==> src/rtl/assert_macros.svh <==
// assertion macros shared by the rtl files
// no dependencies; define NO_ASSERTIONS to compile them out
`ifndef ASSERT_MACROS_SVH
`define ASSERT_MACROS_SVH

`ifndef NO_ASSERTIONS

`define R2Y_ASSERT_IMPLY(lbl, clk_s, rstn_s, ante, cons, msg) \
  lbl: assert property (@(posedge clk_s) disable iff (!(rstn_s)) (ante) |-> (cons)) \
    else $error(msg);

`define R2Y_ASSERT_NEVER(lbl, clk_s, rstn_s, cond, msg) \
  lbl: assert property (@(posedge clk_s) disable iff (!(rstn_s)) !(cond)) \
    else $error(msg);

`else

`define R2Y_ASSERT_IMPLY(lbl, clk_s, rstn_s, ante, cons, msg)

`define R2Y_ASSERT_NEVER(lbl, clk_s, rstn_s, cond, msg)

`endif

`endif

==> src/rtl/r2y_pkg.sv <==
// package for the rgb565 pair to yuyv converter: word types, coefficients,
// channel expansion helpers; no dependencies
`timescale 1ns / 1ps
`default_nettype none

package r2y_pkg;

  localparam int unsigned PIX_W  = 16;
  localparam int unsigned CHAN_W = 8;
  localparam int unsigned SUM_W  = 16;

  localparam logic [SUM_W-1:0] Y_COEF_R   = 16'd66;
  localparam logic [SUM_W-1:0] Y_COEF_G   = 16'd129;
  localparam logic [SUM_W-1:0] Y_COEF_B   = 16'd25;
  localparam logic [SUM_W-1:0] CB_COEF_R  = 16'd38;
  localparam logic [SUM_W-1:0] CB_COEF_G  = 16'd74;
  localparam logic [SUM_W-1:0] CB_COEF_B  = 16'd112;
  localparam logic [SUM_W-1:0] CR_COEF_R  = 16'd112;
  localparam logic [SUM_W-1:0] CR_COEF_G  = 16'd94;
  localparam logic [SUM_W-1:0] CR_COEF_B  = 16'd18;
  localparam logic [CHAN_W-1:0] Y_OFFSET  = 8'd16;
  localparam logic [SUM_W-1:0] C_BIAS     = 16'd32768;

  typedef struct packed {
    logic [PIX_W-1:0] pixel_second;
    logic [PIX_W-1:0] pixel_first;
  } pix_pair_t;

  typedef struct packed {
    logic [CHAN_W-1:0] chroma_red;
    logic [CHAN_W-1:0] luma_second;
    logic [CHAN_W-1:0] chroma_blue;
    logic [CHAN_W-1:0] luma_first;
  } yuyv_t;

  typedef struct packed {
    logic [CHAN_W-1:0] red;
    logic [CHAN_W-1:0] green;
    logic [CHAN_W-1:0] blue;
    logic [SUM_W-1:0]  luma_sum;
  } lane_res_t;

  function automatic logic [CHAN_W-1:0] expand5(input logic [4:0] c);
    expand5 = {c, c[4:2]};
  endfunction

  function automatic logic [CHAN_W-1:0] expand6(input logic [5:0] c);
    expand6 = {c, c[5:4]};
  endfunction

endpackage

`default_nettype wire

==> src/rtl/r2y_lane.sv <==
// one pixel lane: expands rgb565 to 8-bit channels and forms the luma sum
// depends on r2y_pkg
`timescale 1ns / 1ps
`default_nettype none

module r2y_lane import r2y_pkg::*; (
  input  wire logic              clk,
  input  wire logic [PIX_W-1:0]  pixel,
  output lane_res_t              res_r
);

  lane_res_t res_nxt;

  always_comb begin
    res_nxt.red      = expand5(pixel[15:11]);
    res_nxt.green    = expand6(pixel[10:5]);
    res_nxt.blue     = expand5(pixel[4:0]);
    res_nxt.luma_sum = SUM_W'(res_nxt.red)   * Y_COEF_R
                     + SUM_W'(res_nxt.green) * Y_COEF_G
                     + SUM_W'(res_nxt.blue)  * Y_COEF_B;
  end

  always_ff @(posedge clk) begin
    res_r <= res_nxt;
  end

endmodule

`default_nettype wire

==> src/rtl/r2y_merge.sv <==
// merge stage: averages the two lanes, forms shared chroma, packs the word
// depends on r2y_pkg
`timescale 1ns / 1ps
`default_nettype none

module r2y_merge import r2y_pkg::*; (
  input  wire logic       clk,
  input  wire logic       rst_n,
  input  wire logic       valid,
  input  wire lane_res_t  lane0,
  input  wire lane_res_t  lane1,
  output logic            valid_r,
  output yuyv_t           word_r
);

  logic [CHAN_W:0]   sum_r_ch, sum_g_ch, sum_b_ch;
  logic [CHAN_W-1:0] avg_r, avg_g, avg_b;
  logic [SUM_W-1:0]  cb_sum, cr_sum;
  yuyv_t             word_nxt;

  always_comb begin
    sum_r_ch = {1'b0, lane0.red}   + {1'b0, lane1.red};
    sum_g_ch = {1'b0, lane0.green} + {1'b0, lane1.green};
    sum_b_ch = {1'b0, lane0.blue}  + {1'b0, lane1.blue};
    avg_r    = sum_r_ch[CHAN_W:1];
    avg_g    = sum_g_ch[CHAN_W:1];
    avg_b    = sum_b_ch[CHAN_W:1];
    // biased sums stay in 0..65535, so wrapping arithmetic is exact
    cb_sum = C_BIAS + SUM_W'(avg_b) * CB_COEF_B
           - SUM_W'(avg_r) * CB_COEF_R - SUM_W'(avg_g) * CB_COEF_G;
    cr_sum = C_BIAS + SUM_W'(avg_r) * CR_COEF_R
           - SUM_W'(avg_g) * CR_COEF_G - SUM_W'(avg_b) * CR_COEF_B;
    word_nxt.luma_first  = lane0.luma_sum[15:8] + Y_OFFSET;
    word_nxt.luma_second = lane1.luma_sum[15:8] + Y_OFFSET;
    word_nxt.chroma_blue = cb_sum[15:8];
    word_nxt.chroma_red  = cr_sum[15:8];
  end

  always_ff @(posedge clk) begin
    if (!rst_n) begin
      valid_r <= 1'b0;
    end else begin
      valid_r <= valid;
    end
  end

  always_ff @(posedge clk) begin
    word_r <= word_nxt;
  end

endmodule

`default_nettype wire

==> src/rtl/rgb565_pair_to_yuyv_bt601_unit.sv <==
// top level: rgb565 pixel pair to one yuyv word, bt.601 studio range
// depends on r2y_pkg, r2y_lane, r2y_merge and assert_macros.svh
//
// A pair is taken on every clock where start is high; busy is always low.
// Each pair gives one word on out_word, marked by a one-cycle out_valid
// strobe, after passing the registers of the two pixel lanes (channel
// expansion and luma sums), then the merge stage (averaging and chroma).
// The receiver cannot stall; the word is present for that cycle only.
`timescale 1ns / 1ps
`default_nettype none

`include "assert_macros.svh"

module rgb565_pair_to_yuyv_bt601_unit import r2y_pkg::*; (
  input  wire logic       clk,
  input  wire logic       rst_n,
  input  wire logic       start,
  output logic            busy,
  input  wire pix_pair_t  in_pair,
  output logic            out_valid,
  output yuyv_t           out_word
);

  logic      take;
  logic      lane_valid_r;
  lane_res_t lane0_res, lane1_res;

  assign busy = 1'b0;
  assign take = start && !busy;

  always_ff @(posedge clk) begin
    if (!rst_n) begin
      lane_valid_r <= 1'b0;
    end else begin
      lane_valid_r <= take;
    end
  end

  r2y_lane u_lane0 (
    .clk   (clk),
    .pixel (in_pair.pixel_first),
    .res_r (lane0_res)
  );

  r2y_lane u_lane1 (
    .clk   (clk),
    .pixel (in_pair.pixel_second),
    .res_r (lane1_res)
  );

  r2y_merge u_merge (
    .clk     (clk),
    .rst_n   (rst_n),
    .valid   (lane_valid_r),
    .lane0   (lane0_res),
    .lane1   (lane1_res),
    .valid_r (out_valid),
    .word_r  (out_word)
  );

  `R2Y_ASSERT_IMPLY(a_out_follows_take, clk, rst_n, out_valid && $past(rst_n, 2), $past(take, 2), "word without a pair")
  `R2Y_ASSERT_IMPLY(a_take_gives_lane, clk, rst_n, $past(take) && $past(rst_n), lane_valid_r, "pair dropped in lanes")
  `R2Y_ASSERT_IMPLY(a_luma_range, clk, rst_n, out_valid, out_word.luma_first >= 8'd16 && out_word.luma_first <= 8'd235 && out_word.luma_second >= 8'd16 && out_word.luma_second <= 8'd235, "luma out of range")

endmodule

`default_nettype wire

==> config.mk <==
export PLATFORM = sky130hd
export DESIGN_NAME = rgb565_pair_to_yuyv_bt601_unit
export DESIGN_NICKNAME = d
export VERILOG_FILES = /design/src/rtl/r2y_pkg.sv /design/src/rtl/r2y_lane.sv /design/src/rtl/r2y_merge.sv /design/src/rtl/rgb565_pair_to_yuyv_bt601_unit.sv
export VERILOG_INCLUDE_DIRS = /design/src /design/src/rtl
export SDC_FILE = /design/constraint.sdc
export NUM_CORES = 1
export LEC_CHECK = 0
export ABC_AREA = 0
export BUFFER_PORTS_ARGS = -buffer_cell sky130_fd_sc_hd__buf_4
export CORE_MARGIN = 4
export CORE_UTILIZATION = 60
export DETAILED_ROUTE_END_ITERATION = 6
export PLACE_DENSITY = 0.88
export SLEW_MARGIN = 10
export SYNTH_ARGS = -nofsm -noshare
export SYNTH_HDL_FRONTEND = slang
export SYNTH_SLANG_ARGS = --single-unit
==> constraint.sdc <==
create_clock -name clk -period 9 [get_ports clk]
set_input_delay 1.8 -clock clk [delete_from_list [all_inputs] [get_ports clk]]
set_output_delay 1.8 -clock clk [all_outputs]
set_load 0.05 [all_outputs]
# Yosys cells after proc, flatten, opt, wreduce, memory -nomap -nowiden

Cells that the tools add are included.

Bits in registers: 114
Input port bits: 35
Output and inout port bits: 34
Logic and storage cells: 41

Add/sub/neg operators: 15
$mul: 12

Operators with widths:

| operator                                           | count |
|---|---|
| multiplier 8 x 6 -> 14 bit (second input constant) | 4 |
| multiplier 8 x 5 -> 13 bit (second input constant) | 3 |
| adder 15 x 16 -> 16 bit                            | 2 |
| adder 16 x 13 -> 16 bit                            | 2 |
| adder 16 x 15 -> 16 bit (first input constant)     | 2 |
| multiplier 8 x 8 -> 16 bit (second input constant) | 2 |
| subtractor 16 x 15 -> 16 bit                       | 2 |
| adder 8 x 8 -> 9 bit                               | 3 |
| multiplier 8 x 3 -> 11 bit (second input constant) | 2 |
| adder 8 x 5 -> 8 bit (second input constant)       | 2 |
| subtractor 16 x 13 -> 16 bit                       | 1 |
| subtractor 16 x 14 -> 16 bit                       | 1 |
| multiplier 8 x 4 -> 12 bit (second input constant) | 1 |

# Longest topological paths before layout

Gate-level depths: netlist (run 1).

Depth after elaboration: 5
Depth in mapped cells: 28
Gate-level depth less buffers: 27

# Cells and area by module

From an unflattened synthesis (run 1), not the netlist that was laid out.

Cells, all modules: 1244
Area, all modules: 11857.6 µm²

Modules (own cells, without submodules):

| module                         | instances | cells an instance | area an instance (µm²) | seq. area each (µm²) |
|---|---|---|---|---|
| r2y_merge                      | 1         | 742               | 6642.6                 | 660.6 |
| r2y_lane (u_lane1)             | 1         | 252               | 2630.0                 | 640.6 |
| r2y_lane (u_lane0)             | 1         | 246               | 2547.4                 | 640.6 |
| rgb565_pair_to_yuyv_bt601_unit | 1         | 4                 | 37.5                   | 20.0 |

# Worst setup path after synthesis (run 1)

Ideal clock, no wire load.

Path type: reg-to-reg
From: register u_lane0.res_r[25] (netlist name)
To: register u_merge.word_r[31] (netlist name)
Setup time: 0.117 ns
Data arrival time: 6.345 ns
Required time: 8.883 ns
Path slack: 2.538 ns
Stages on the path, launching flop included: 28
Cells stage by stage: dfxtp_1 -> ha_1 -> clkbuf_2 -> a21oi_1 -> o21ai_0 -> o211a_1 -> o211a_1 -> nor2_1 -> inv_1 -> fa_1 -> fa_1 -> inv_1 -> fa_1 -> inv_1 -> ha_1 -> nand2_1 -> o21ai_0 -> or4_1 -> nand2_1 -> xnor2_1 -> fa_1 -> ha_1 -> a21o_1 -> a21oi_1 -> o21bai_1 -> a221oi_1 -> a21bo_2 -> xor2_1

Cells in the longest elaborated chain, start to end: 4

Ends and longest elaborated chain:

| item                         | RTL line        | text |
|---|---|---|
| start: declaration           | r2y_lane.sv:9   | `output lane_res_t res_r` |
| start signal: assignment     | r2y_lane.sv:24  | `res_r <= res_nxt;` |
| adder 8 x 8 -> 9 bit         | r2y_merge.sv:23 | `sum_g_ch = {1'b0, lane0.green} + {1'b0, lane1.green};` |
| multiplier 8 x 6 -> 14 bit   | r2y_merge.sv:32 | `- SUM_W'(avg_g) * CR_COEF_G - SUM_W'(avg_b) * CR_COEF_B;` |
| subtractor 16 x 15 -> 16 bit | r2y_merge.sv:32 |  |
| subtractor 16 x 13 -> 16 bit | r2y_merge.sv:32 |  |
| via u_merge.cr_sum[15]       | r2y_merge.sv:18 | `logic [SUM_W-1:0] cb_sum, cr_sum;` |
| end signal: assignment       | r2y_merge.sv:48 | `word_r <= word_nxt;` |
| end: declaration             | r2y_merge.sv:13 | `output yuyv_t word_r` |

The timed path passes the listed nets, and every way through them passes these cells.
A chain may end at the register's enable or synchronous reset.

# Worst setup path after layout (run 1)

Ends and elaborated chain as after synthesis.

==> flow_summary.ini, run 1 <==
[global_routing]
gr-usage-all-layers = 0.2368
grt_max_degree = 16
grt_pass1_vias = 8491
gr-total-overflow = 0
antenna_found_initial = 0
grt_pass1_wl_mm = 38.89

[route]
drtIter0Drc = 400
finalWirelength_mm = 22.97
vias_per_cell = 5.432
wl_per_cell_um = 15.45
detail_route.first_pass.iterations = 5
vias = 8078
antenna_left = 0
drc = 0

[synthesis]
postSynthRegisterBits = 82
ys.flop_type = dfxtp_1
yosysSeqAreaShare = 0.1494
synthCells = 1181
synth.largest_area_cell = ha_1
synthArstFlopShare = 0
synth_edf_count = 0
avgSynthCellArea_um2 = 9.303
synth_area_mm2 = 0.01099
yosysMostFrequentCell = inv_1
synth_cell_types = 63
synth_area_leaders = ha_1 28%, fa_1 20%, dfxtp_1 15%
yosys-top-cells-count = 289 x inv_1, 249 x ha_1, 111 x fa_1
synth_fp_nets = 1576
netlist.area_leader.share = 0.2836
yosysWarnings = 0

[placed_design]
port_buffers = 67
place_congestion = 0.9560
place_ws_ns = 2.080
dpl.hpwl_mm = 19.77

[clocking]
postCtsSetupBuffers = 0
cts_tree = built
cts.sink_count = 82
numCtsBuffers = 9
cts.clk_slew.worst_paths_ns = 0.06
cts_resized = 0
clk_latency_ns = 0.35
root_buffer = clkbuf_16
hold_buffers = 0
cts_buffer_depth = 2
cts_htree_levels = 3

[timing]
finalSetupTns_ns = 0
finClkSkew_ns = 0.003996
finalSetupViolCount = 0
drv_slew = 0
finalHoldViolations = 0
fin_crit_ns = 6.969
hold_slack_ns = 0.3289
clock.fmax_mhz = 143.5
slew_headroom = 0.3751
layout_setup_ws_ns = 2.032
rsz0062_at_grt = false
worst_pin_slew_ns = 0.9306
timing.final.crit_share = 0.7743

[critical_path]
critical_path_class = reg2reg
cp.arrival_ns = 7.21
cp.required_ns = 9.24
worst-r2r-cell-count = 24
crit_cells = 24
critPathBufInv = 2
path_max_fanout = 6
cpMaxStageDelayCell = xor2_1
end_kind = flip-flop
start_kind = flip-flop
critPathMaxStageDelay_ns = 0.56
path_cells = ha_1 -> a21oi_1 -> o21bai_1 -> a21oi_1 -> xor2_1 -> inv_1 -> fa_1 -> ha_1 -> fa_1 -> fa_1 -> a21o_1 -> a21oi_1 -> o21ai_0 -> or4_1 -> nand2_1 -> xnor2_1 -> fa_1 -> inv_1 -> ha_1 -> a21oi_1 -> o21bai_1 -> a221oi_1 -> a21bo_2 -> xor2_1
path_delay_family = adder cells

[floorplanning]
start_util = 0.6116
ioPinCount = 69
die-area_mm2 = 0.02054
fp.dieH_um = 143.3
die_x_um = 143.3
fp.coreArea_mm2 = 0.01796
row_count = 49

[finish]
num_antenna_cells = 0
syn2layout_area_growth_pct = 9.703
post-route-util = 0.6710
layout-drive-gt1-share = 0.07949
nets = 1648

[worst_hold_path]
min_path_cells = 0
hold_path.class = reg2reg

[flow_run]
cap_violations = 0

[run_status]
status = completed
[sequential cells by signal, indices dropped and copies added (netlist names)]
register and flops:
u_lane0.res_r 24, lane_valid_r 1, u_merge.word_r 32, u_merge.valid_r 1, u_lane1.res_r 24
[metal layers]
layer / vias to the layer above / share of wire / global-route usage
met4: 0 / 0.025 / 0.07830
li1: 3961 / - / -
met5: - / 0 / 0
met2: 184 / 0.51 / 0.4293
met3: 47 / 0.042 / 0.02696
met1: 3886 / 0.42 / 0.2942
[stage by stage]
step,area [µm²],std cells
6_report,12050,1487
5_1_grt,12050,1487
4_1_cts,12050,1487
3_5_place_dp,11750,1471
3_3_place_gp,11750,1471
2_1_floorplan,10990,1181
[worst reg2reg max path: cells and delay by family, from the launching register on]
kind	cells	cell delay [ns]
xor gates and xnor gates	3	0.79
and+or+nand+nor	2	0.57
DFF	1	0.30
adders and majority gates	7	3.08
buffers and inverters	2	0.20
AOI/OAI and AO/OA	10	1.92
[cell type report]
class | instances | area (µm²)
multi-input combinational | 802 | 8223
fill | 1338 | 5911
sequential | 82 | 1642
inverter | 290 | 1091
timing repair buffer | 68 | 510.5
tap | 229 | 286.5
clock buffer | 9 | 225.2
clock inverter | 7 | 75.07
[cell families after synthesis]
group           share of synthesized area
compound gates                     0.1058
xor+xnor                          0.08040
simple gates                      0.07129
mux                              0.003758
other cells                     0.0003413
buf+inv                            0.1022
flops                              0.1494
fa+ha+maj                          0.4868
[worst paths after layout]
kind | start | to | slack (ns)
setup / recovery | u_lane0.res_r[25]$_DFF_P_ | u_merge.word_r[31]$_DFF_P_ | 2.03
hold / removal | u_lane0.res_r[10]$_DFF_P_ | u_merge.word_r[2]$_DFF_P_ | 0.33
setup reg to reg | u_lane0.res_r[25]$_DFF_P_ | u_merge.word_r[31]$_DFF_P_ | 2.03
hold reg to reg | u_lane0.res_r[10]$_DFF_P_ | u_merge.word_r[2]$_DFF_P_ | 0.33
[cells in the final DEF, fill, tap and decap left out, types with 3 or more instances in the layout]
master / count
xor2_1: 29
inv_1: 289
o21a_1: 10
clkbuf_16: 9
nor2_1: 52
ha_1: 249
a21o_1: 20
nand2_1: 26
o211a_1: 4
nand3_1: 11
a21oi_1: 53
or3_1: 4
a31oi_1: 6
inv_6: 3
nor3_1: 15
nor2b_1: 17
dfxtp_1: 82
xnor2_1: 70
nand2b_1: 4
o21bai_1: 14
buf_4: 68
mux2i_1: 3
o21ai_0: 34
a211oi_1: 7
fa_1: 111
or2_2: 4
o41ai_1: 3
and2_1: 4
o31ai_1: 4
nand4_1: 5
Power of run 1 is not shown: default switching activity piles up to over one toggle a cycle in this logic, so the estimate is an artifact.
==> inputs of run 2 (changes only) <==
--- a/config.mk
+++ b/config.mk
@@ -6,7 +6,7 @@
 export SDC_FILE = /design/constraint.sdc
 export NUM_CORES = 1
 export LEC_CHECK = 0
-export ABC_AREA = 0
+export ABC_AREA = 1
 export BUFFER_PORTS_ARGS = -buffer_cell sky130_fd_sc_hd__buf_4
 export CORE_MARGIN = 4
 export CORE_UTILIZATION = 60
==> constraint.sdc (replaced) <==
create_clock -name clk -period 6.9 [get_ports clk]
set_input_delay 1.38 -clock clk [delete_from_list [all_inputs] [get_ports clk]]
set_output_delay 1.38 -clock clk [all_outputs]
set_load 0.05 [all_outputs]
==> run 2 against run 1 <==
Effect of this change: clock-buffer cell count stayed put; global-route usage increased by 2.6 points; non-clock buffer count is 1 higher; via count increased by 26%; sequential cell count unchanged; synthesized cell count rose by 29%; fmax grew 11%; worst hold slack worse by 0.0032 ns.
==> flow_summary.ini, run 2 <==
[synthesis]
synthCells = 1528
synth_area_leaders = ha_1 26%, fa_1 18%, dfxtp_1 14%
avgSynthCellArea_um2 = 7.928
synth_fp_nets = 1923
synth_edf_count = 0
netlist.area_leader.share = 0.2572
synth_cell_types = 43
postSynthRegisterBits = 82
yosysWarnings = 0
synthArstFlopShare = 0
yosysSeqAreaShare = 0.1355
synth_area_mm2 = 0.01211
yosys-top-cells-count = 388 x inv_1, 249 x ha_1, 223 x nand2_1
ys.flop_type = dfxtp_1
synth.largest_area_cell = ha_1
yosysMostFrequentCell = inv_1

[global_routing]
grt_max_degree = 16
gr-usage-all-layers = 0.2630
grt_pass1_vias = 10470
grt_pass1_wl_mm = 47.70
antenna_found_initial = 0
gr-total-overflow = 0

[placed_design]
port_buffers = 67
dpl.hpwl_mm = 24.63
place_congestion = 0.9667

[timing]
clock.fmax_mhz = 158.6
fin_crit_ns = 6.305
finClkSkew_ns = 0.01520
timing.final.crit_share = 0.9137
worst_pin_slew_ns = 0.8505
finalHoldViolations = 0
rsz0062_at_grt = false
finalSetupViolCount = 0
finalSetupTns_ns = 0
slew_headroom = 0.4311
drv_slew = 0

[floorplanning]
fp.coreArea_mm2 = 0.01965
ioPinCount = 69
row_count = 51
start_util = 0.6164
die-area_mm2 = 0.02253
die_x_um = 150.1
fp.dieH_um = 150.1

[route]
finalWirelength_mm = 28.49
drtIter0Drc = 589
vias = 10150
antenna_left = 0
drc = 0
vias_per_cell = 5.415
wl_per_cell_um = 15.19
detail_route.first_pass.iterations = 5

[clocking]
postCtsSetupBuffers = 0
cts_tree = built
cts_resized = 0
cts_buffer_depth = 2
numCtsBuffers = 9
hold_buffers = 0
cts.clk_slew.worst_paths_ns = 0.07
root_buffer = clkbuf_16
cts_htree_levels = 3
cts.sink_count = 82
clk_latency_ns = 0.36

[worst_hold_path]
hold_start = u_lane1.res_r[11]$_DFF_P_
hold_path.class = reg2reg

[critical_path]
end_kind = flip-flop
cp.arrival_ns = 6.57
critical_path_class = reg2reg
start_kind = flip-flop
cp.required_ns = 7.16
path_max_fanout = 8
r2r-start = u_lane0.res_r[25]$_DFF_P_
crit_start = u_lane0.res_r[25]$_DFF_P_

[finish]
seq_area_mm2 = 0.001642
syn2layout_area_growth_pct = 9.316
multi_input_area_mm2 = 0.008971
final_cell_mix = 388 x inv_1, 249 x ha_1, 223 x nand2_1, 111 x fa_1, 96 x a21oi_1
largest_reg_flops = 32
layout-drive-gt1-share = 0.07205
layout_commonest_cell = inv_1
nets = 2001
regMostFlops = u_merge.word_r
num_antenna_cells = 0
top_regs = u_merge.word_r x32, u_lane0.res_r x24, u_lane1.res_r x24
filler_cell_count = 1641

[run_status]
status = completed

[flow_run]
cap_violations = 0
run 2: cell count changes after synthesis, sizes merged, moves of 26 or more:
cell,change
xnor2,-44
inv,+105
a21oi,+47
nand2,+205
nand3,+65
nor2,+27
xor2,+26
run 2: cells by family (layout without fill, tap and decap cells):
logic type      after synthesis  after routing  synth area share
fa+ha+maj                   360            360            0.4406
flops                        82             82            0.1355
xor+xnor                     82             82           0.06053
buf+inv                     397            479            0.1239
other cells                   1              1         0.0003096
simple gates                429            429            0.1552
compound gates              177            177           0.08387
run 2: metal layers:
layer / vias up / track usage / part of all wire
met5: - / 0 / 0
met4: 0 / 0.1025 / 0.041
met3: 94 / 0.03251 / 0.046
met2: 304 / 0.4875 / 0.51
met1: 4799 / 0.3080 / 0.40
li1: 4957 / - / -
run 2: final cells by class:
type	instances	area share
Multi-Input combinational cell	1049	0.6774
Sequential cell	82	0.1240
Inverter	395	0.1120
Timing Repair Buffer	69	0.03912
Tap cell	265	0.02504
Clock buffer	9	0.01701
Clock inverter	6	0.005480
run 2: worst paths after layout:
check	to	slack, ns	cells past startpoint
worst max-delay path	u_merge.word_r[31]$_DFF_P_	0.60	27
worst min-delay path	u_merge.word_r[19]$_DFF_P_	0.33	0
worst max register to register	u_merge.word_r[31]$_DFF_P_	0.60	27
worst min register to register	u_merge.word_r[19]$_DFF_P_	0.33	0
run 2: worst max-delay path, cell delays in order (launching register included):
cell and delay (ns):
dfxtp_1 0.31, ha_1 0.43, a21oi_4 0.27, inv_2 0.10, nand2_4 0.09, nand3_4 0.10
nand3_1 0.11, nand2_1 0.17, fa_1 0.54, fa_1 0.49, inv_1 0.05, fa_1 0.53
inv_1 0.04, ha_1 0.34, a21oi_1 0.17, a21boi_0 0.36, nor2_1 0.07, nor2_1 0.12
xor2_1 0.31, fa_1 0.46, ha_1 0.38, nand2_1 0.10, nor3_1 0.21, nand2_1 0.07
o21ai_0 0.22, inv_1 0.06, nand2_1 0.06, nand2_1 0.04
run 2: stage by stage:
step | util | worst slack [ns] | hold slack [ns] | instance area [µm²] | std cells
after floorplan | - | 1.282 | 0.3096 | 12110 | 1528
after global placement | 0.6586 | 0.7372 | 0.3102 | 12940 | 1860
after detailed placement | 0.6586 | 0.5994 | 0.3121 | 12940 | 1860
after CTS | 0.6738 | 0.5913 | 0.3279 | 13240 | 1875
after global routing | 0.6738 | 0.1389 | 0.3357 | 13240 | 1875
final | 0.6738 | 0.5953 | 0.3257 | 13240 | 1875
Power of run 2 is left out for the same reason.
